**src/rtl/pif_pkg.sv**
```systemverilog
// Package for the printf integer formatter: state and conversion codes,
// character tables and argument masking. Has no dependencies.
package pif_pkg;

  localparam int LongBits  = 64;
  localparam int MaxField  = 60;
  localparam int NumDigits = 22;
  localparam int DigW      = 4;

  typedef enum logic [2:0] {
    ST_IDLE,
    ST_CONV,
    ST_NORM,
    ST_SETUP,
    ST_EMIT
  } state_e;

  typedef enum logic [2:0] {
    CV_DEC   = 3'd0,
    CV_UNS   = 3'd1,
    CV_OCT   = 3'd2,
    CV_HEXL  = 3'd3,
    CV_HEXU  = 3'd4,
    CV_CHAR  = 3'd5,
    CV_PTR   = 3'd6,
    CV_OTHER = 3'd7
  } conv_e;

  localparam logic [1:0] LcInt  = 2'd0;
  localparam logic [1:0] LcLong = 2'd1;

  localparam int FlLeft  = 0;
  localparam int FlPlus  = 1;
  localparam int FlSpace = 2;
  localparam int FlAlt   = 3;
  localparam int FlZero  = 4;

  localparam logic [7:0] ChSpace   = 8'h20;
  localparam logic [7:0] ChZero    = 8'h30;
  localparam logic [7:0] ChPlus    = 8'h2B;
  localparam logic [7:0] ChMinus   = 8'h2D;
  localparam logic [7:0] ChPercent = 8'h25;
  localparam logic [7:0] ChLowX    = 8'h78;
  localparam logic [7:0] ChUpX     = 8'h58;

  // Map one digit value to its character
  function automatic logic [7:0] digit_char(input logic [3:0] d, input logic upper);
    logic [7:0] c;
    if (d < 4'd10) begin
      c = 8'h30 + {4'd0, d};
    end else if (upper) begin
      c = 8'h37 + {4'd0, d};
    end else begin
      c = 8'h57 + {4'd0, d};
    end
    return c;
  endfunction

  // Characters of the null pointer text
  function automatic logic [7:0] nil_char(input logic [2:0] idx);
    logic [7:0] c;
    unique case (idx)
      3'd0:    c = 8'h28;
      3'd1:    c = 8'h6E;
      3'd2:    c = 8'h69;
      3'd3:    c = 8'h6C;
      3'd4:    c = 8'h29;
      default: c = 8'h29;
    endcase
    return c;
  endfunction

  // Significant bit count of the length class
  function automatic logic [6:0] class_bits(input logic [1:0] lc);
    logic [6:0] b;
    if (lc == LcInt) begin
      b = 7'd32;
    end else if (lc == LcLong) begin
      b = 7'(LongBits);
    end else begin
      b = 7'd64;
    end
    return b;
  endfunction

  function automatic logic [63:0] bits_mask(input logic [6:0] b);
    logic [63:0] m;
    if (b >= 7'd64) begin
      m = '1;
    end else begin
      m = (64'd1 << b[5:0]) - 64'd1;
    end
    return m;
  endfunction

endpackage

```
**src/rtl/printf_integer_formatter_top.sv**
```systemverilog
// Top level of the printf integer formatter: serial radix conversion and
// character emission. Depends on pif_pkg.
//
//  channel | direction | handshake               | payload
//  in      | input     | in_valid_i / in_stall_o  | mode .. digit_precision
//  out     | output    | out_valid_o / out_stall_i | out_char, last
//
// One item at a time. A conversion shifts the argument bit by bit into a
// 22-digit chain, drops leading zero digits one a cycle but keeps at least
// one, takes a setup step, then emits one character per cycle while the
// output does not stall (up to 62 characters); literals, character and
// unknown conversions skip the first two steps. Reset clears all control
// state. An output stall holds the current character; the input stays
// stalled until the last character of the item is registered.
module printf_integer_formatter_top (
  input  logic        clk_i,
  input  logic        rst_ni,
  input  logic        in_valid_i,
  output logic        in_stall_o,
  input  logic        mode_i,
  input  logic [7:0]  literal_byte_i,
  input  logic [2:0]  conversion_i,
  input  logic [1:0]  length_class_i,
  input  logic [63:0] argument_i,
  input  logic [4:0]  flag_bits_i,
  input  logic [5:0]  field_width_i,
  input  logic signed [6:0] digit_precision_i,
  output logic        out_valid_o,
  input  logic        out_stall_i,
  output logic [7:0]  out_char_o,
  output logic        last_o
);

  localparam int DigBits = pif_pkg::NumDigits * pif_pkg::DigW;

  pif_pkg::state_e state_q, state_d;

  // item fields
  logic        mode_q;
  logic [7:0]  lit_q;
  logic [2:0]  conv_q;
  logic [4:0]  flags_q;
  logic [5:0]  width_q;
  logic        prec_given_q;
  logic [5:0]  prec_q;
  logic [7:0]  argb_q;
  logic        neg_q;
  logic        vnz_q;
  logic [4:0]  base_q;

  // working registers
  logic [63:0]        v_q, v_d;
  logic [DigBits-1:0] dig_q, dig_d;
  logic [5:0]         cnt_q, cnt_d;
  logic [4:0]         nd_q, nd_d;
  logic [5:0]         spre_q, spre_d, zw_q, zw_d, zp_q, zp_d, spost_q, spost_d;
  logic [1:0]         npfx_q, npfx_d;
  logic [7:0]         pfx0_q, pfx0_d, pfx1_q, pfx1_d;
  logic [2:0]         nil_q, nil_d;
  logic [6:0]         rem_q, rem_d;

  logic        ov_q, ov_d;
  logic [7:0]  och_q, och_d;
  logic        olast_q, olast_d;

  logic        accept;
  logic [63:0] in_v;
  logic        in_neg;
  logic [6:0]  in_bits;
  logic [63:0] in_mask;
  logic [DigBits-1:0] dig_step;

  assign in_stall_o  = (state_q != pif_pkg::ST_IDLE);
  assign accept      = in_valid_i && !in_stall_o;
  assign out_valid_o = ov_q;
  assign out_char_o  = och_q;
  assign last_o      = olast_q;

  function automatic logic [6:0] class_bits_sel(input logic [2:0] cv, input logic [1:0] lc);
    logic [6:0] b;
    if (cv == pif_pkg::CV_PTR) begin
      b = 7'(pif_pkg::LongBits);
    end else begin
      b = pif_pkg::class_bits(lc);
    end
    return b;
  endfunction

  // Mask and take the magnitude of the argument
  always_comb begin
    logic [63:0] m;
    in_bits = class_bits_sel(conversion_i, length_class_i);
    in_mask = pif_pkg::bits_mask(in_bits);
    m       = argument_i & in_mask;
    in_neg  = (conversion_i == pif_pkg::CV_DEC) && m[in_bits[5:0] - 6'd1];
    in_v    = in_neg ? ((~m + 64'd1) & in_mask) : m;
  end

  // Shift one argument bit into the digit chain: each digit doubles, adds
  // the carry from below and wraps at the base
  always_comb begin
    logic       cin;
    logic [4:0] two;
    cin = v_q[63];
    for (int i = 0; i < pif_pkg::NumDigits; i++) begin
      two = {dig_q[i*pif_pkg::DigW +: pif_pkg::DigW], cin};
      if (two >= base_q) begin
        dig_step[i*pif_pkg::DigW +: pif_pkg::DigW] = 4'(two - base_q);
        cin = 1'b1;
      end else begin
        dig_step[i*pif_pkg::DigW +: pif_pkg::DigW] = two[3:0];
        cin = 1'b0;
      end
    end
  end

  // Next state, setup arithmetic and character emission
  always_comb begin
    logic        left, zero, sp, alt, numeric, ndz, fire;
    logic [5:0]  ndeff, zpad, spad;
    logic [6:0]  body;
    logic [1:0]  np;
    logic [7:0]  p0, p1;
    logic [3:0]  top;
    state_d = state_q;
    v_d = v_q; dig_d = dig_q; cnt_d = cnt_q; nd_d = nd_q;
    spre_d = spre_q; zw_d = zw_q; zp_d = zp_q; spost_d = spost_q;
    npfx_d = npfx_q; pfx0_d = pfx0_q; pfx1_d = pfx1_q; nil_d = nil_q; rem_d = rem_q;
    ov_d = ov_q; och_d = och_q; olast_d = olast_q;
    left = flags_q[pif_pkg::FlLeft];
    zero = flags_q[pif_pkg::FlZero] && !left && !prec_given_q;
    alt  = flags_q[pif_pkg::FlAlt];
    top  = dig_q[DigBits-1 -: pif_pkg::DigW];
    numeric = (conv_q <= pif_pkg::CV_HEXU);
    ndeff = 6'd0; zpad = 6'd0; spad = 6'd0; body = 7'd0; np = 2'd0;
    p0 = 8'd0; p1 = 8'd0; ndz = 1'b0; sp = 1'b0;
    fire = 1'b0;

    if (ov_q && !out_stall_i) begin
      ov_d = 1'b0;
    end

    unique case (state_q)
      pif_pkg::ST_IDLE: begin
        if (accept) begin
          v_d   = in_v;
          dig_d = '0;
          cnt_d = '1;
          nd_d  = 5'(pif_pkg::NumDigits);
          if (mode_i && (conversion_i <= pif_pkg::CV_HEXU ||
                         conversion_i == pif_pkg::CV_PTR)) begin
            state_d = pif_pkg::ST_CONV;
          end else begin
            state_d = pif_pkg::ST_SETUP;
          end
        end
      end
      pif_pkg::ST_CONV: begin
        dig_d = dig_step;
        v_d   = {v_q[62:0], 1'b0};
        cnt_d = cnt_q - 6'd1;
        if (cnt_q == 6'd0) begin
          state_d = pif_pkg::ST_NORM;
        end
      end
      pif_pkg::ST_NORM: begin
        // drop one leading zero digit a cycle, keep at least one
        if (nd_q > 5'd1 && top == 4'd0) begin
          dig_d = {dig_q[DigBits-pif_pkg::DigW-1:0], {pif_pkg::DigW{1'b0}}};
          nd_d  = nd_q - 5'd1;
        end else begin
          state_d = pif_pkg::ST_SETUP;
        end
      end
      pif_pkg::ST_SETUP: begin
        nil_d = 3'd0;
        if (!mode_q) begin
          np = 2'd1; p0 = lit_q; body = 7'd1;
        end else if (numeric) begin
          ndz   = prec_given_q && prec_q == 6'd0 && !vnz_q;
          ndeff = ndz ? 6'd0 : {1'b0, nd_q};
          zpad  = (prec_given_q && prec_q > ndeff) ? prec_q - ndeff : 6'd0;
          sp    = flags_q[pif_pkg::FlSpace] && !flags_q[pif_pkg::FlPlus];
          if (conv_q == pif_pkg::CV_DEC && (neg_q || flags_q[pif_pkg::FlPlus] || sp)) begin
            np = 2'd1;
            p0 = neg_q ? pif_pkg::ChMinus :
                 flags_q[pif_pkg::FlPlus] ? pif_pkg::ChPlus : pif_pkg::ChSpace;
          end
          if (alt && conv_q == pif_pkg::CV_OCT && zpad == 6'd0 &&
              (ndeff == 6'd0 || top != 4'd0)) begin
            np = 2'd1; p0 = pif_pkg::ChZero;
          end
          if (alt && (conv_q == pif_pkg::CV_HEXL || conv_q == pif_pkg::CV_HEXU) && vnz_q) begin
            np = 2'd2; p0 = pif_pkg::ChZero;
            p1 = (conv_q == pif_pkg::CV_HEXU) ? pif_pkg::ChUpX : pif_pkg::ChLowX;
          end
          body = 7'(np) + 7'(zpad) + 7'(ndeff);
        end else if (conv_q == pif_pkg::CV_CHAR) begin
          np = 2'd1; p0 = argb_q; body = 7'd1; zero = 1'b0;
        end else if (conv_q == pif_pkg::CV_PTR) begin
          zero = 1'b0;
          if (vnz_q) begin
            np = 2'd2; p0 = pif_pkg::ChZero; p1 = pif_pkg::ChLowX;
            ndeff = {1'b0, nd_q};
            body = 7'd2 + 7'(ndeff);
          end else begin
            nil_d = 3'd5; body = 7'd5;
          end
        end else begin
          np = (lit_q != 8'd0) ? 2'd2 : 2'd1;
          p0 = pif_pkg::ChPercent; p1 = lit_q; body = 7'(np);
        end
        if (mode_q && conv_q != pif_pkg::CV_OTHER && {1'b0, width_q} > body) begin
          spad = 6'({1'b0, width_q} - body);
        end
        spre_d  = (!left && !zero) ? spad : 6'd0;
        zw_d    = (!left && zero) ? spad : 6'd0;
        spost_d = left ? spad : 6'd0;
        zp_d    = zpad;
        nd_d    = ndeff[4:0];
        npfx_d  = np; pfx0_d = p0; pfx1_d = p1;
        rem_d   = body + 7'(spad);
        if (body + 7'(spad) == 7'd0) begin
          state_d = pif_pkg::ST_IDLE;
        end else begin
          state_d = pif_pkg::ST_EMIT;
        end
      end
      pif_pkg::ST_EMIT: begin
        if (!ov_q || !out_stall_i) begin
          fire = 1'b1;
          ov_d = 1'b1;
          olast_d = (rem_q == 7'd1);
          rem_d = rem_q - 7'd1;
          if (rem_q == 7'd1) begin
            state_d = pif_pkg::ST_IDLE;
          end
          priority if (spre_q != 6'd0) begin
            och_d = pif_pkg::ChSpace; spre_d = spre_q - 6'd1;
          end else if (npfx_q != 2'd0) begin
            och_d = pfx0_q; pfx0_d = pfx1_q; npfx_d = npfx_q - 2'd1;
          end else if (nil_q != 3'd0) begin
            och_d = pif_pkg::nil_char(3'd5 - nil_q); nil_d = nil_q - 3'd1;
          end else if (zw_q != 6'd0) begin
            och_d = pif_pkg::ChZero; zw_d = zw_q - 6'd1;
          end else if (zp_q != 6'd0) begin
            och_d = pif_pkg::ChZero; zp_d = zp_q - 6'd1;
          end else if (nd_q != 5'd0) begin
            och_d = pif_pkg::digit_char(top, conv_q == pif_pkg::CV_HEXU);
            dig_d = {dig_q[DigBits-pif_pkg::DigW-1:0], {pif_pkg::DigW{1'b0}}};
            nd_d  = nd_q - 5'd1;
          end else begin
            och_d = pif_pkg::ChSpace; spost_d = spost_q - 6'd1;
          end
        end
      end
      default: state_d = pif_pkg::ST_IDLE;
    endcase
    if (!fire && ov_q && out_stall_i) begin
      ov_d = 1'b1;
    end
  end

  // Control registers
  always_ff @(posedge clk_i or negedge rst_ni) begin
    if (!rst_ni) begin
      state_q <= pif_pkg::ST_IDLE;
      ov_q    <= 1'b0;
    end else begin
      state_q <= state_d;
      ov_q    <= ov_d;
    end
  end

  // Capture the item and hold the working data
  always_ff @(posedge clk_i) begin
    if (accept) begin
      mode_q       <= mode_i;
      lit_q        <= literal_byte_i;
      conv_q       <= conversion_i;
      flags_q      <= flag_bits_i;
      width_q      <= (field_width_i > 6'(pif_pkg::MaxField)) ?
                      6'(pif_pkg::MaxField) : field_width_i;
      prec_given_q <= !digit_precision_i[6];
      prec_q       <= (digit_precision_i[5:0] > 6'(pif_pkg::MaxField)) ?
                      6'(pif_pkg::MaxField) : digit_precision_i[5:0];
      argb_q       <= argument_i[7:0];
      neg_q        <= in_neg;
      vnz_q        <= (in_v != 64'd0);
      base_q       <= (conversion_i == pif_pkg::CV_OCT) ? 5'd8 :
                      (conversion_i <= pif_pkg::CV_UNS) ? 5'd10 : 5'd16;
    end
    v_q     <= v_d;
    dig_q   <= dig_d;
    cnt_q   <= cnt_d;
    nd_q    <= nd_d;
    spre_q  <= spre_d;
    zw_q    <= zw_d;
    zp_q    <= zp_d;
    spost_q <= spost_d;
    npfx_q  <= npfx_d;
    pfx0_q  <= pfx0_d;
    pfx1_q  <= pfx1_d;
    nil_q   <= nil_d;
    rem_q   <= rem_d;
    och_q   <= och_d;
    olast_q <= olast_d;
  end

endmodule

```
**config.mk**
```make
export PLATFORM = sky130hd
export DESIGN_NAME = printf_integer_formatter_top
export DESIGN_NICKNAME = d
export VERILOG_FILES = /design/src/rtl/pif_pkg.sv /design/src/rtl/printf_integer_formatter_top.sv
export SDC_FILE = /design/constraint.sdc
export NUM_CORES = 1
export LEC_CHECK = 0
export ABC_AREA = 1
export BUFFER_PORTS_ARGS = -buffer_cell sky130_fd_sc_hd__buf_2
export CORE_MARGIN = 2
export CORE_UTILIZATION = 65
export CTS_BUF_LIST = sky130_fd_sc_hd__clkbuf_16
export DETAILED_ROUTE_END_ITERATION = 8
export GPL_TIMING_DRIVEN = 0
export PLACE_DENSITY = 0.84
export REMOVE_ABC_BUFFERS = 1
export SLEW_MARGIN = 10
export SYNTH_ARGS = -nofsm -noshare
export SYNTH_HDL_FRONTEND = slang
export SYNTH_SLANG_ARGS = --single-unit
```
**constraint.sdc**
```tcl
create_clock -name clk_i -period 51 [get_ports clk_i]
set_input_delay 12.75 -clock clk_i [delete_from_list [all_inputs] [get_ports clk_i]]
set_output_delay 12.75 -clock clk_i [all_outputs]
set_load 0.005 [all_outputs]
```
* Word level (Yosys, flattened, before mapping)
Index checks and enable logic that the tools add are counted.
Operators by class: $add $sub $neg 43, shift-type cells 1, bitwise gates (word level) 3, mux-type cells 184, equal/unequal tests 34, $mul 0, reductions and logical operators 75, div/mod/pow operators 0, $lt $le $gt $ge 33
Operator list (count):
- $mux W88 | 9
- $pmux W88 S4 | 1
- $mux W64 | 3
- $mux W8 | 19
- $mux W6 | 25
- $and A64 B64 Y64 | 2
- $pmux W64 S2 | 1
- $ge A5 B5 Y1 | 22
- $mux W4 | 24
- $sub A4 B4 Y4 | 22
- $mux W5 | 16
- $mux W7 | 10
- $add A64 B1 Y64 const B | 1
- $not A64 Y64 | 1
- $reduce_bool A64 Y1 | 1
- $shl A1 B6 Y64 const A | 1
- $sub A64 B1 Y64 const B | 1
- $pmux W6 S2 | 4
- $mux W3 | 15
- $mux W1 | 34
- $ne A2 B2 Y1 const B | 17
- $mux W2 | 15
- $sub A6 B1 Y6 const B | 5
- $pmux W7 S4 | 1
- 57 further kinds | 123
Word-level totals: memory bits (read-only) 0, memories kept 0, bits in registers 267, memory bits (writable) 0, bits in latches 0

* Depth between registers and ports, before layout
Gate-level depths: netlist of run 1.
word-level depth 45, depth in mapped cells 47, mapped depth without buffers 47

* Worst setup path before layout of run 1
Ideal clock, no wire load.
path kind in2reg, start input port out_stall_i, end register dig_q[0] (enable), buffers on the path 0, library setup time 1.001 ns, setup slack 23.195 ns, arrival 26.804 ns, required time 49.999 ns, cell stages on the path 7, path through nand2_1 -> nor2_1 -> inv_1 -> nand2_1 -> a21oi_1 -> nand2_1 -> a2111oi_0
On the way: cells in the longest elaborated chain, start to end 4
Ends and longest elaborated chain:
- start, declared | line printf_integer_formatter_top.sv:29 | input logic out_stall_i,
- $logic_not A1 Y1 | line printf_integer_formatter_top.sv:230 | if (!ov_q || !out_stall_i) begin
- $logic_or A1 B1 Y1 | line printf_integer_formatter_top.sv:230
- $ne A2 B2 Y1 (no source line)
- $reduce_and A10 Y1 (no source line)
- end signal, assigned | line printf_integer_formatter_top.sv:294 | dig_q <= dig_d;
- end, declared | line printf_integer_formatter_top.sv:53 | logic [DigBits-1:0] dig_q, dig_d;
Every way passes these cells. A chain may end at the register's enable or synchronous reset.

* Worst setup path after layout of run 1
start input port length_class_i[1], end register vnz_q (data pin)
On the way: cells in the longest elaborated chain, start to end 12, elaborated cells on any way between the ends 17
Ends and longest elaborated chain:
- start, declared | line printf_integer_formatter_top.sv:23 | input logic [1:0] length_class_i,
- $logic_not A2 Y1 (*) | line pif_pkg.sv:76 | if (lc == LcInt) begin
- $mux W7 (*) | line pif_pkg.sv:76
- $mux W7 (*) | line printf_integer_formatter_top.sv:81 | if (cv == pif_pkg::CV_PTR) begin
- $shl A1 B6 Y64 | line pif_pkg.sv:91 | m = (64'd1 << b[5:0]) - 64'd1;
- $sub A64 B1 Y64 | line pif_pkg.sv:91
- $mux W64 | line pif_pkg.sv:88 | if (b >= 7'd64) begin
- $and A64 B64 Y64 | line printf_integer_formatter_top.sv:94 | m = argument_i & in_mask;
- $not A64 Y64 or $bmux W1 S6 (tied branches) | line printf_integer_formatter_top.sv:96, printf_integer_formatter_top.sv:95
- $add A64 B1 Y64 or $mux W1 (tied branches) | line printf_integer_formatter_top.sv:96, printf_integer_formatter_top.sv:95
- $and A64 B64 Y64 or $logic_and A1 B1 Y1 (tied branches) | line printf_integer_formatter_top.sv:96, printf_integer_formatter_top.sv:95
- $mux W64 (*) | line printf_integer_formatter_top.sv:96 | in_v = in_neg ? ((~m + 64'd1) & in_mask) : m;
- $reduce_bool A64 Y1 (*) | line printf_integer_formatter_top.sv:289 | vnz_q <= (in_v != 64'd0);
- end signal, assigned | line printf_integer_formatter_top.sv:289
- end, declared | line printf_integer_formatter_top.sv:48 | logic vnz_q;
Every way passes the cells marked *; elsewhere a longest branch is shown, timed or not. The select of a mux whose other input is x is not followed.

==> results of run 1 <==
## per-layer routing
metal / global-route usage (%) / up-vias / part of all wire, %
li1: - / 7672 / -
met1: 39.1 / 7386 / 40
met2: 53.4 / 701 / 49
met3: 3.56 / 133 / 7.3
met4: 11.7 / 2 / 3.5
met5: 0 / - / 0.029
## power by group through the flow
stage / Combinational (W) / Clock (W) / Sequential (W)
6_report: 0.000631 / 0.000220 / 0.000446
5_1_grt: 0.000710 / 0.000230 / 0.000454
4_1_cts: 0.000622 / 0.000223 / 0.000444
3_5_place_dp: 0.000615 / 0 / 0.000447
3_3_place_gp: 0.000564 / 0 / 0.000508
2_1_floorplan: 0.000440 / 0 / 0.000470
## critical path, stage by stage
cell     delay [ns]
buf_2          0.09
nor2_1         0.24
nand2_2        0.53
inv_2          0.51
o21ai_2        0.27
buf_8          0.24
inv_2          0.55
nand2_1        0.14
xnor2_1        0.17
nor4_1         0.36
nand4_1        0.19
nor3_1         0.20
nand3_1        0.10
nor4_1         0.24
nand3_1        0.15
nor3_1         0.25
nand4_1        0.20
nor3_2         0.14
nand3_1        0.15
## worst paths after layout
| kind | startpoint | end | slack [ns] | cells past startpoint |
|---|---|---|---|---|
| min | v_q[25] | v_q[26] | 0.52 | 2 |
| min in group asynchronous | rst_ni | state_q[1] | 12.00 | 1 |
| min reg2reg | v_q[25] | v_q[26] | 0.52 | 2 |
| max reg2reg | prec_q[5] | state_q[2] | 42.88 | 45 |
| max in group asynchronous | rst_ni | out_valid_o | 38.86 | 1 |
| max | length_class_i[1] | vnz_q | 33.75 | 19 |
## metrics by stage
step                total power, W  utilization, %  hold WS, ns  instance area [um2]
floorplan                 0.000910               -        0.494                17800
global placement           0.00107            69.4        0.498                18800
detailed placement         0.00106            71.1        0.505                19300
CTS                        0.00129            74.7        0.519                20200
global route               0.00139            74.7        0.536                20300
finish                     0.00130            74.8        0.518                20300
## layout make-up
| cell class | count | share of cell area (%) |
|---|---|---|
| Antenna cell | 1 | 0.0124 |
| Multi-Input combinational cell | 1539 | 43.2 |
| Inverter | 313 | 5.81 |
| Sequential cell | 265 | 39.2 |
| Timing Repair Buffer | 146 | 4.65 |
| Clock inverter | 22 | 1.27 |
| Clock buffer | 29 | 3.58 |
| Tap cell | 372 | 2.30 |
## cells by family after synthesis
| family | count (synthesis) | share of synthesized area (%) |
|---|---|---|
| AOI/OAI and AO/OA | 467 | 14.4 |
| xor gates and xnor gates | 51 | 2.48 |
| adders and majority gates | 145 | 10.3 |
| buffers and inverters | 379 | 7.88 |
| DFF | 265 | 44.0 |
| muxes | 2 | 0.111 |
| and+or+nand+nor | 874 | 20.8 |
## synth_stat cells, types with 18 or more instances
master | number | area [um2]
xnor2_1 | 18 | 158
inv_1 | 302 | 1130
nand4_1 | 24 | 150
o21ai_1 | 36 | 180
nand2_1 | 446 | 1670
xor2_1 | 33 | 289
nor2_1 | 220 | 826
clkbuf_1 | 57 | 214
nor3_1 | 30 | 150
o21ai_0 | 218 | 1090
nand3_1 | 84 | 420
edfxtp_1 | 261 | 7840
a21oi_1 | 107 | 536
ha_1 | 139 | 1740
o22ai_1 | 34 | 213
## registers in the layout, indices dropped and copies added, names as in the netlist, 7 cells and up
register    cells
pfx0_q          8
v_q            64
rem_q           7
lit_q           8
out_char_o      8
pfx1_q          8
argb_q          8
dig_q          88
==> summary.md, run 1 <==
| Metric | Value |
|---|---|
| Status | `finished clean` |
| Pre-CTS setup slack | `33.35 ns` |
| Area Overhead vs Synth | `12.3%` |
| Synth cell types | `56` |
| Post CTS Setup Buffer Count | `0` |
| Setup Crit Path Kind | `in -> reg` |
| RSZ-0062 raised after global routing | `no` |
| Core area | `27,100 um2` |
| First-pass GRT wire length | `72.4 mm` |
| Clock sinks | `265` |
| Startpoint Class | `input pin` |
| CTS tree | `yes` |
| Footprint of the multi-input gates | `8750 um2` |
| Switching Power | `0.000550 W` |
| Slew @ Worst Pin | `1.34 ns` |
| FP Rows | `60` |
| Arrival @ worst endpoint | `17.51 ns` |
| Crit path time final | `17.25 ns` |
| Setup crit end kind | `register` |
| Ys Warns | `0` |
| HP Class | `reg -> reg` |
| Vias per cell | `5.92` |
| Final Slew Violations | `0` |
| Drt pass-1 iters | `7` |
| Final WL | `44.8 mm` |
| Die ar. | `29,100 um2` |
| Final net count | `2,539` |
| Worst setup margin | `33.75 ns` |
| Vias in the first global route | `15,600` |
| Sequential area share after synthesis | `44.0%` |
| Clk Latency, worst-skew pair | `0.56 ns` |
| Overall Global Routing Usage | `30.6%` |
| Drt wl/cell | `16.7 um` |
| Commonest non-fill, non-tap cell in the layout | `nand2_1` |
| Number of synthesized flops with an enable pin | `261` |
| DRT antenna net count | `0` |
| Initial antenna violation count | `2` |
| CTS resizes | `0` |
| Power Internal | `0.000747 W` |
| Required @ worst endpoint | `51.26 ns` |
| Root Driver | `clkbuf_16` |
| Clock Tree Buf Depth | `3` |
| Sequential share of power | `34.4%` |
| Synth Register Bits | `265` |
| Reg clk slew, reported paths | `0.06 ns` |
| Ys async rst share | `1.51%` |
| Global route overflow | `0` |
| Final Hold Violating Endpoints | `0` |
| Share of cells above drive strength 1 | `10.8%` |
| Reg area | `7940 um2` |
| Number of H-tree levels | `1` |
| Worst-case vdd ir drop | `40.4 uV` |
| Clock Skew | `0.0200 ns` |
| DRC violations left | `0` |
| Routability cong. | `0.924` |
| Clock power share | `17.0%` |
| Die Ht | `171 um` |
| Sum Neg Setup Slack | `0 ns` |
| Vias post-DR | `15,900` |
| Pin count of the biggest net entering global routing | `55` |
| Hold buffers post-CTS | `0` |
| Die Width | `171 um` |
| Fillers | `1,951` |
| Logic gate share of total power | `48.7%` |
| Rel. slew slack | `10.7%` |
| First DRT Iteration DRCs | `1,365` |
| Placed cells | `2,635` |
| Lkg Pwr | `8.98 nW` |
| PD cells | `64.0 nW/um2` |
| Port Buffers | `110` |
| Final Non-Filler Cells | `2,687` |
| Final period util | `33.8%` |
| Mapped cell area | `18,000 um2` |
| Io pins | `111` |
| Commonest cells after routing, fill and taps aside | `nand2_1 (445), inv_1 (306), edfxtp_1 (261), nor2_1 (217), o21ai_0 (217)` |
| Mapped Cells | `2,183` |
| Peak Freq | `58.0 MHz` |
| Initial Util | `66.6%` |
| Avg Synthesized Cell Area | `8.27 um2` |
| Final HPWL DP | `32.9 mm` |
| Maximum net fanout on the critical path | `53` |
| Max-cap violations | `0` |
| Switching Fraction | `42.4%` |
| Setup-failing EPs final | `0` |
| Ys flop type | `edfxtp_1` |
| Number of buffers created by CTS | `29` |
No activity file was read; power rests on OpenSTA's default activity.
==> run 2, diff against run 1 <==
- CORE_UTILIZATION: 65 -> 56
- PLACE_DENSITY: 0.84 -> 0.77
- clock period: 51 -> 15.7 ns (I/O delays scaled with it)
==> summary.md, run 2 (same netlist as run 1, synthesis figures left out) <==
| Metric | Value |
|---|---|
| Reg2Reg Capture Point | `state_q[2] (unchanged)` |
| Io pins | `111 (unchanged)` |
| Commonest non-fill, non-tap cell in the layout | `nand2_1 (unchanged)` |
| Area Overhead vs Synth | `12.4% (was 12.3%)` |
| Clock sinks | `265 (unchanged)` |
| Global route overflow | `0 (unchanged)` |
| Pin count of the biggest net entering global routing | `54 (was 55)` |
| Commonest cells after routing, fill and taps aside | `nand2_1 (445), inv_1 (306), edfxtp_1 (261), nor2_1 (217), o21ai_0 (217) (unchanged)` |
| Routability cong. | `0.938 (was 0.924)` |
| Hold path startpoint | `v_q[57] (was v_q[25])` |
| Sum Neg Setup Slack | `0 ns (unchanged)` |
| Lkg Pwr | `8.97 nW (was 8.98 nW)` |
| HP Class | `reg -> reg (unchanged)` |
| Clock Skew | `0.0149 ns (was 0.0200 ns)` |
| Share of cells above drive strength 1 | `10.7% (was 10.8%)` |
| Overall Global Routing Usage | `25.9% (was 30.6%)` |
| Worst-case vdd ir drop | `98.9 uV (was 40.4 uV)` |
| Setup Crit Path Kind | `in -> reg (unchanged)` |
| Inserted Diodes | `0 (was 1)` |
| DRT antenna net count | `0 (unchanged)` |
| Die Width | `184 um (was 171 um)` |
| Worst reg2reg setup slack | `7.57 ns (was 42.88 ns)` |
| Peak Freq | `121 MHz` |
| Startpoint Class | `input pin (unchanged)` |
| First-pass GRT wire length | `71.9 mm (was 72.4 mm)` |
| Sequential share of power | `34.4% (about the same)` |
| Setup-failing EPs final | `0 (unchanged)` |
| Vias per cell | `5.74 (was 5.92)` |
| Clock Tree Buf Depth | `3 (unchanged)` |
| Power Internal | `0.00242 W (was 0.000747 W)` |
| Switching Power | `0.00177 W (was 0.000550 W)` |
| Post CTS Setup Buffer Count | `0 (unchanged)` |
| Initial Util | `57.0% (was 66.6%)` |
| Max-cap violations | `0 (unchanged)` |
| FP Rows | `65 (was 60)` |
| RSZ-0062 raised after global routing | `no (unchanged)` |
| Status | `finished clean (unchanged)` |
| CTS resizes | `0 (unchanged)` |
| Largest regs | `dig_q (88), v_q (64) (unchanged)` |
| DRC violations left | `0 (unchanged)` |
| CTS tree | `yes (unchanged)` |
| Rel. slew slack | `14.3% (was 10.7%)` |
| Worst hold stages | `2 (unchanged)` |
| Maximum net fanout on the critical path | `53 (unchanged)` |
| Final Slew Violations | `0 (unchanged)` |
| Final core utilization | `64.1% (was 74.8%)` |
| Final HPWL DP | `32.3 mm (was 32.9 mm)` |
| PD cells | `206 nW/um2 (was 64.0 nW/um2)` |
| Slew @ Worst Pin | `1.28 ns (was 1.34 ns)` |
| Logic gate share of total power | `48.4% (was 48.7%)` |
| Clk Latency, worst-skew pair | `0.56 ns (about the same)` |
| Clock power share | `17.1% (was 17.0%)` |
| Core area | `31,600 um2 (was 27,100 um2)` |
| Initial antenna violation count | `2 (unchanged)` |
| Port Buffers | `110 (unchanged)` |
| Max reg flops | `88 (unchanged)` |
| Hold buffers post-CTS | `0 (unchanged)` |
| Die Ht | `184 um (was 171 um)` |
| Root Driver | `clkbuf_16 (unchanged)` |
| Number of H-tree levels | `1 (unchanged)` |
| Drt wl/cell | `16.1 um (was 16.7 um)` |
| Vias in the first global route | `15,300 (was 15,600)` |
| Fillers | `2,528 (was 1,951)` |
| Final WL | `43.8 mm (was 44.8 mm)` |
| Final Non-Filler Cells | `2,719 (was 2,687)` |
| Worst r2r src | `prec_q[5] (unchanged)` |
| First DRT Iteration DRCs | `1,350 (was 1,365)` |
| Final Hold Violating Endpoints | `0 (unchanged)` |
| Hold Path Sink | `v_q[58] (was v_q[26])` |
| Number of buffers created by CTS | `30 (was 29)` |
| Required @ worst endpoint | `15.98 ns (was 51.26 ns)` |
| Drt pass-1 iters | `6 (was 7)` |
| Worst r2r path cells | `45 (unchanged)` |
| Setup crit end kind | `register (unchanged)` |
| Placed cells | `2,664 (was 2,635)` |
| Final period util | `52.8%` |
| Vias post-DR | `15,600 (was 15,900)` |
| Arrival @ worst endpoint | `8.57 ns (was 17.51 ns)` |
| Crit path time final | `8.30 ns` |
| Final net count | `2,539 (unchanged)` |
| Switching Fraction | `42.3% (was 42.4%)` |
| Die ar. | `33,700 um2 (was 29,100 um2)` |
| Reg clk slew, reported paths | `0.06 ns (about the same)` |
| Top reg by flops | `dig_q (unchanged)` |
==> run 2: cell types whose count changed in the layout (fill, tap and decap cells not counted), sizes merged <==
| cell | previous run | this run |
|---|---|---|
| inv | 315 | 316 |
| clkinv | 14 | 15 |
| buf | 146 | 145 |
| clkinvlp | 0 | 2 |
| bufinv | 6 | 4 |
| diode | 1 | 0 |
| clkbuf | 29 | 31 |
==> run 2: worst max path at each step <==
| stage | start | to | slack (ns) | depth (start not counted) |
|---|---|---|---|---|
| after floorplan | state_q[1] | dig_q[0] | -11.28 | 5 |
| after global placement | state_q[1] | dig_q[17] | -25.77 | 5 |
| after detailed placement | length_class_i[1] | vnz_q | 6.92 | 19 |
| after CTS | length_class_i[1] | vnz_q | 7.49 | 19 |
| after global routing | prec_q[5] | state_q[2] | 6.89 | 45 |
| final | length_class_i[1] | vnz_q | 7.40 | 19 |
==> run 2: power by group through the flow <==
stage               Sequential (W)  Combinational, W  Clock, W
floorplan                  0.00149           0.00141         0
global placement           0.00154           0.00179         0
detailed placement         0.00145           0.00199         0
CTS                        0.00144           0.00201  0.000724
global route               0.00147           0.00230  0.000749
finish                     0.00144           0.00203  0.000718
==> run 2: stage by stage <==
step | setup slack [ns] | cell area (um2) | hold slack [ns] | total power [W]
CTS | 7.49 | 20300 | 0.520 | 0.00418
global route | 6.89 | 20300 | 0.538 | 0.00452
finish | 7.40 | 20300 | 0.520 | 0.00419
global placement | -25.77 | 18900 | 0.503 | 0.00333
floorplan | -11.28 | 17800 | 0.494 | 0.00290
detailed placement | 6.92 | 19300 | 0.507 | 0.00344
==> run 2: final cells by class <==
type                            count  area (um2)  share of cell area [%]
Clock buffer                       31         776                    3.82
Clock inverter                     24         231                    1.14
Inverter                          313        1180                    5.80
Multi-Input combinational cell   1539        8740                    43.1
Sequential cell                   265        7940                    39.1
Tap cell                          402         503                    2.48
Timing Repair Buffer              145         925                    4.56
==> run 2: critical path, stage by stage <==
cell     delay, ns
buf_2         0.09
nor2_1        0.22
nand2_2       0.52
inv_2         0.49
o21ai_2       0.25
buf_8         0.23
inv_2         0.51
nand2_1       0.14
xnor2_1       0.18
nor4_1        0.38
nand4_1       0.17
nor3_1        0.22
nand3_1       0.09
nor4_1        0.26
nand3_1       0.13
nor3_1        0.30
nand4_1       0.18
nor3_2        0.12
nand3_1       0.13
==> run 2: layer usage <==
layer	wire length, um	track usage [%]	share of wire (%)
met1	18800	34.0	43
met2	20800	43.9	47
met3	2760	3.11	6.3
met4	1460	10.3	3.3
met5	25	0	0.057
==> run 3, diff against run 2 <==
- CORE_UTILIZATION: 56 -> 62
- PLACE_DENSITY: 0.77 -> 0.81
- clock period: 15.7 -> 8.6 ns (I/O delays scaled with it)
==> summary.md, run 3 (same netlist as run 1, synthesis figures left out) <==
| Metric | Value |
|---|---|
| Vias in the first global route | `15,300 (about the same)` |
| Sum Neg Setup Slack | `0 ns (unchanged)` |
| PD cells | `373 nW/um2 (was 206 nW/um2)` |
| Number of buffers created by CTS | `28 (was 30)` |
| Die ar. | `30,500 um2 (was 33,700 um2)` |
| Maximum net fanout on the critical path | `5 (was 53)` |
| Core area | `28,700 um2 (was 31,600 um2)` |
| Drt wl/cell | `16.4 um (was 16.1 um)` |
| Clk Latency, worst-skew pair | `0.55 ns (was 0.56 ns)` |
| Reg clk slew, reported paths | `0.06 ns (about the same)` |
| Die Width | `175 um (was 184 um)` |
| Clock Tree Buf Depth | `3 (unchanged)` |
| Max-cap violations | `0 (unchanged)` |
| Clock power share | `15.6% (was 17.1%)` |
| Global route overflow | `0 (unchanged)` |
| Placed cells | `2,645 (was 2,664)` |
| Arrival @ worst endpoint | `8.31 ns (was 8.57 ns)` |
| Setup-failing EPs final | `0 (unchanged)` |
| Power Internal | `0.00430 W (was 0.00242 W)` |
| Setup crit end kind | `register (unchanged)` |
| Required @ worst endpoint | `9.02 ns (was 15.98 ns)` |
| First-pass GRT wire length | `72.3 mm (was 71.9 mm)` |
| Port Buffers | `110 (unchanged)` |
| HP Class | `reg -> reg (unchanged)` |
| Final Slew Violations | `0 (unchanged)` |
| Number of H-tree levels | `1 (unchanged)` |
| Vias post-DR | `15,700 (was 15,600)` |
| Area Overhead vs Synth | `11.8% (was 12.4%)` |
| Startpoint Class | `register (was input pin)` |
| DRC violations left | `0 (unchanged)` |
| Final HPWL DP | `32.0 mm (was 32.3 mm)` |
| Final period util | `91.8%` |
| Overall Global Routing Usage | `28.6% (was 25.9%)` |
| DRT antenna net count | `0 (unchanged)` |
| Slew @ Worst Pin | `1.12 ns (was 1.28 ns)` |
| First DRT Iteration DRCs | `1,338 (was 1,350)` |
| Max reg flops | `88 (unchanged)` |
| Drt pass-1 iters | `6 (unchanged)` |
| Final core utilization | `70.3% (was 64.1%)` |
| Final net count | `2,537 (was 2,539)` |
| Setup Crit Path Kind | `reg -> reg (was in -> reg)` |
| Switching Fraction | `42.9% (was 42.3%)` |
| Largest regs | `dig_q (88), v_q (64) (unchanged)` |
| Status | `finished clean (unchanged)` |
| Worst-case vdd ir drop | `167 uV (was 98.9 uV)` |
| Commonest non-fill, non-tap cell in the layout | `nand2_1 (unchanged)` |
| Hold buffers post-CTS | `0 (unchanged)` |
| Crit path largest cell delay | `0.50 ns (was 0.52 ns)` |
| Initial antenna violation count | `3 (was 2)` |
| Final Hold Violating Endpoints | `0 (unchanged)` |
| Clock Skew | `0.00988 ns (was 0.0149 ns)` |
| Critical Path Most Common Cell | `nor2_1 (was nand3_1)` |
| Io pins | `111 (unchanged)` |
| Switching Power | `0.00322 W (was 0.00177 W)` |
| Lkg Pwr | `8.92 nW (was 8.97 nW)` |
| Routability cong. | `0.923 (was 0.938)` |
| Fillers | `2,228 (was 2,528)` |
| CTS tree | `yes (unchanged)` |
| Crit path time final | `7.89 ns` |
| Rel. slew slack | `25.2% (was 14.3%)` |
| Root Driver | `clkbuf_16 (unchanged)` |
| Total power | `0.00752 W (was 0.00419 W)` |
| Sequential share of power | `35.0% (was 34.4%)` |
| Initial Util | `62.9% (was 57.0%)` |
| Peak Freq | `127 MHz` |
| Clock sinks | `265 (unchanged)` |
| Logic gate share of total power | `49.4% (was 48.4%)` |
| Top reg by flops | `dig_q (unchanged)` |
| Pin count of the biggest net entering global routing | `54 (unchanged)` |
| Share of cells above drive strength 1 | `10.7% (about the same)` |
| Vias per cell | `5.81 (was 5.74)` |
| FP Rows | `62 (was 65)` |
| Slowest cell on crit path | `fa_1 (was nand2_2)` |
| Die Ht | `175 um (was 184 um)` |
| Final WL | `44.1 mm (was 43.8 mm)` |
| Final Non-Filler Cells | `2,698 (was 2,719)` |
| Commonest cells after routing, fill and taps aside | `nand2_1 (445), inv_1 (306), edfxtp_1 (261), nor2_1 (217), o21ai_0 (216) (was nand2_1 (445), inv_1 (306), edfxtp_1 (261), nor2_1 (217), o21ai_0 (217))` |
==> run 3: cell count changes in the layout (fill, tap and decap cells not counted), moves of 2 or more <==
cell       previous run  this run
bufinv_16             4         2
buf_4                12         8
buf_6                 5        10
clkbuf_16            31        29
nor4_2                2         4
inv_6                 3         0
clkinv_1              8        10
nor4_1               17        15
==> run 3: worst paths after layout <==
kind / slack (ns) / cells past startpoint / endpoint / from
max: 0.71 / 45 / state_q[2] / prec_q[5]
min: 0.52 / 2 / out_valid_o / out_valid_o
max reg2reg: 0.71 / 45 / state_q[2] / prec_q[5]
min reg2reg: 0.52 / 2 / out_valid_o / out_valid_o
max in group asynchronous: 7.05 / 1 / state_q[0] / rst_ni
min in group asynchronous: 1.41 / 1 / out_valid_o / rst_ni
==> run 3: metrics by stage <==
step	hold WS [ns]	cell area, um2	worst slack (ns)
floorplan	0.494	17800	-18.38
global route	0.530	20200	-0.0518
detailed placement	0.504	19200	0.582
finish	0.525	20200	0.707
CTS	0.518	20100	0.514
global placement	0.501	18800	-32.77
==> run 3: cell type report <==
cell class | count | area, um2 | share of cell area (%)
Multi-Input combinational cell | 1539 | 8760 | 43.4
Sequential cell | 265 | 7940 | 39.3
Inverter | 313 | 1180 | 5.83
Timing Repair Buffer | 145 | 938 | 4.65
Clock buffer | 29 | 726 | 3.60
Tap cell | 384 | 480 | 2.38
Clock inverter | 22 | 156 | 0.775
Antenna cell | 1 | 2.50 | 0.0124
==> run 3: power by group through the flow <==
| stage | combinational, W | clock (W) | sequential, W |
|---|---|---|---|
| floorplan | 0.00254 | 0 | 0.00261 |
| global placement | 0.00308 | 0 | 0.00266 |
| detailed placement | 0.00361 | 0 | 0.00265 |
| CTS | 0.00364 | 0.00118 | 0.00263 |
| global route | 0.00420 | 0.00123 | 0.00269 |
| finish | 0.00371 | 0.00117 | 0.00263 |
==> run 3: timing repair <==
item / CTS / global route
setup buffers: 0 / 0
gates resized for setup: 0 / 6
endpoints found under the setup margin: 0 / 2
==> run 3: routing by layer <==
metal,global-route usage (%),vias to the layer above,part of all wire [%]
li1,-,7688,-
met1,37.2,7300,42
met2,49.5,596,49
met3,4.22,89,6.8
met4,9.06,4,2.6
met5,0,-,0.061
==> run 3: worst max-delay path: cells and delay by family (launching register included) <==
kind,cells,cell delay [ns]
and+or+nand+nor,22,2.84
xor gates and xnor gates,1,0.17
AOI/OAI and AO/OA,9,1.54
adders and majority gates,7,2.19
buffers and inverters,6,0.57
DFF,1,0.46
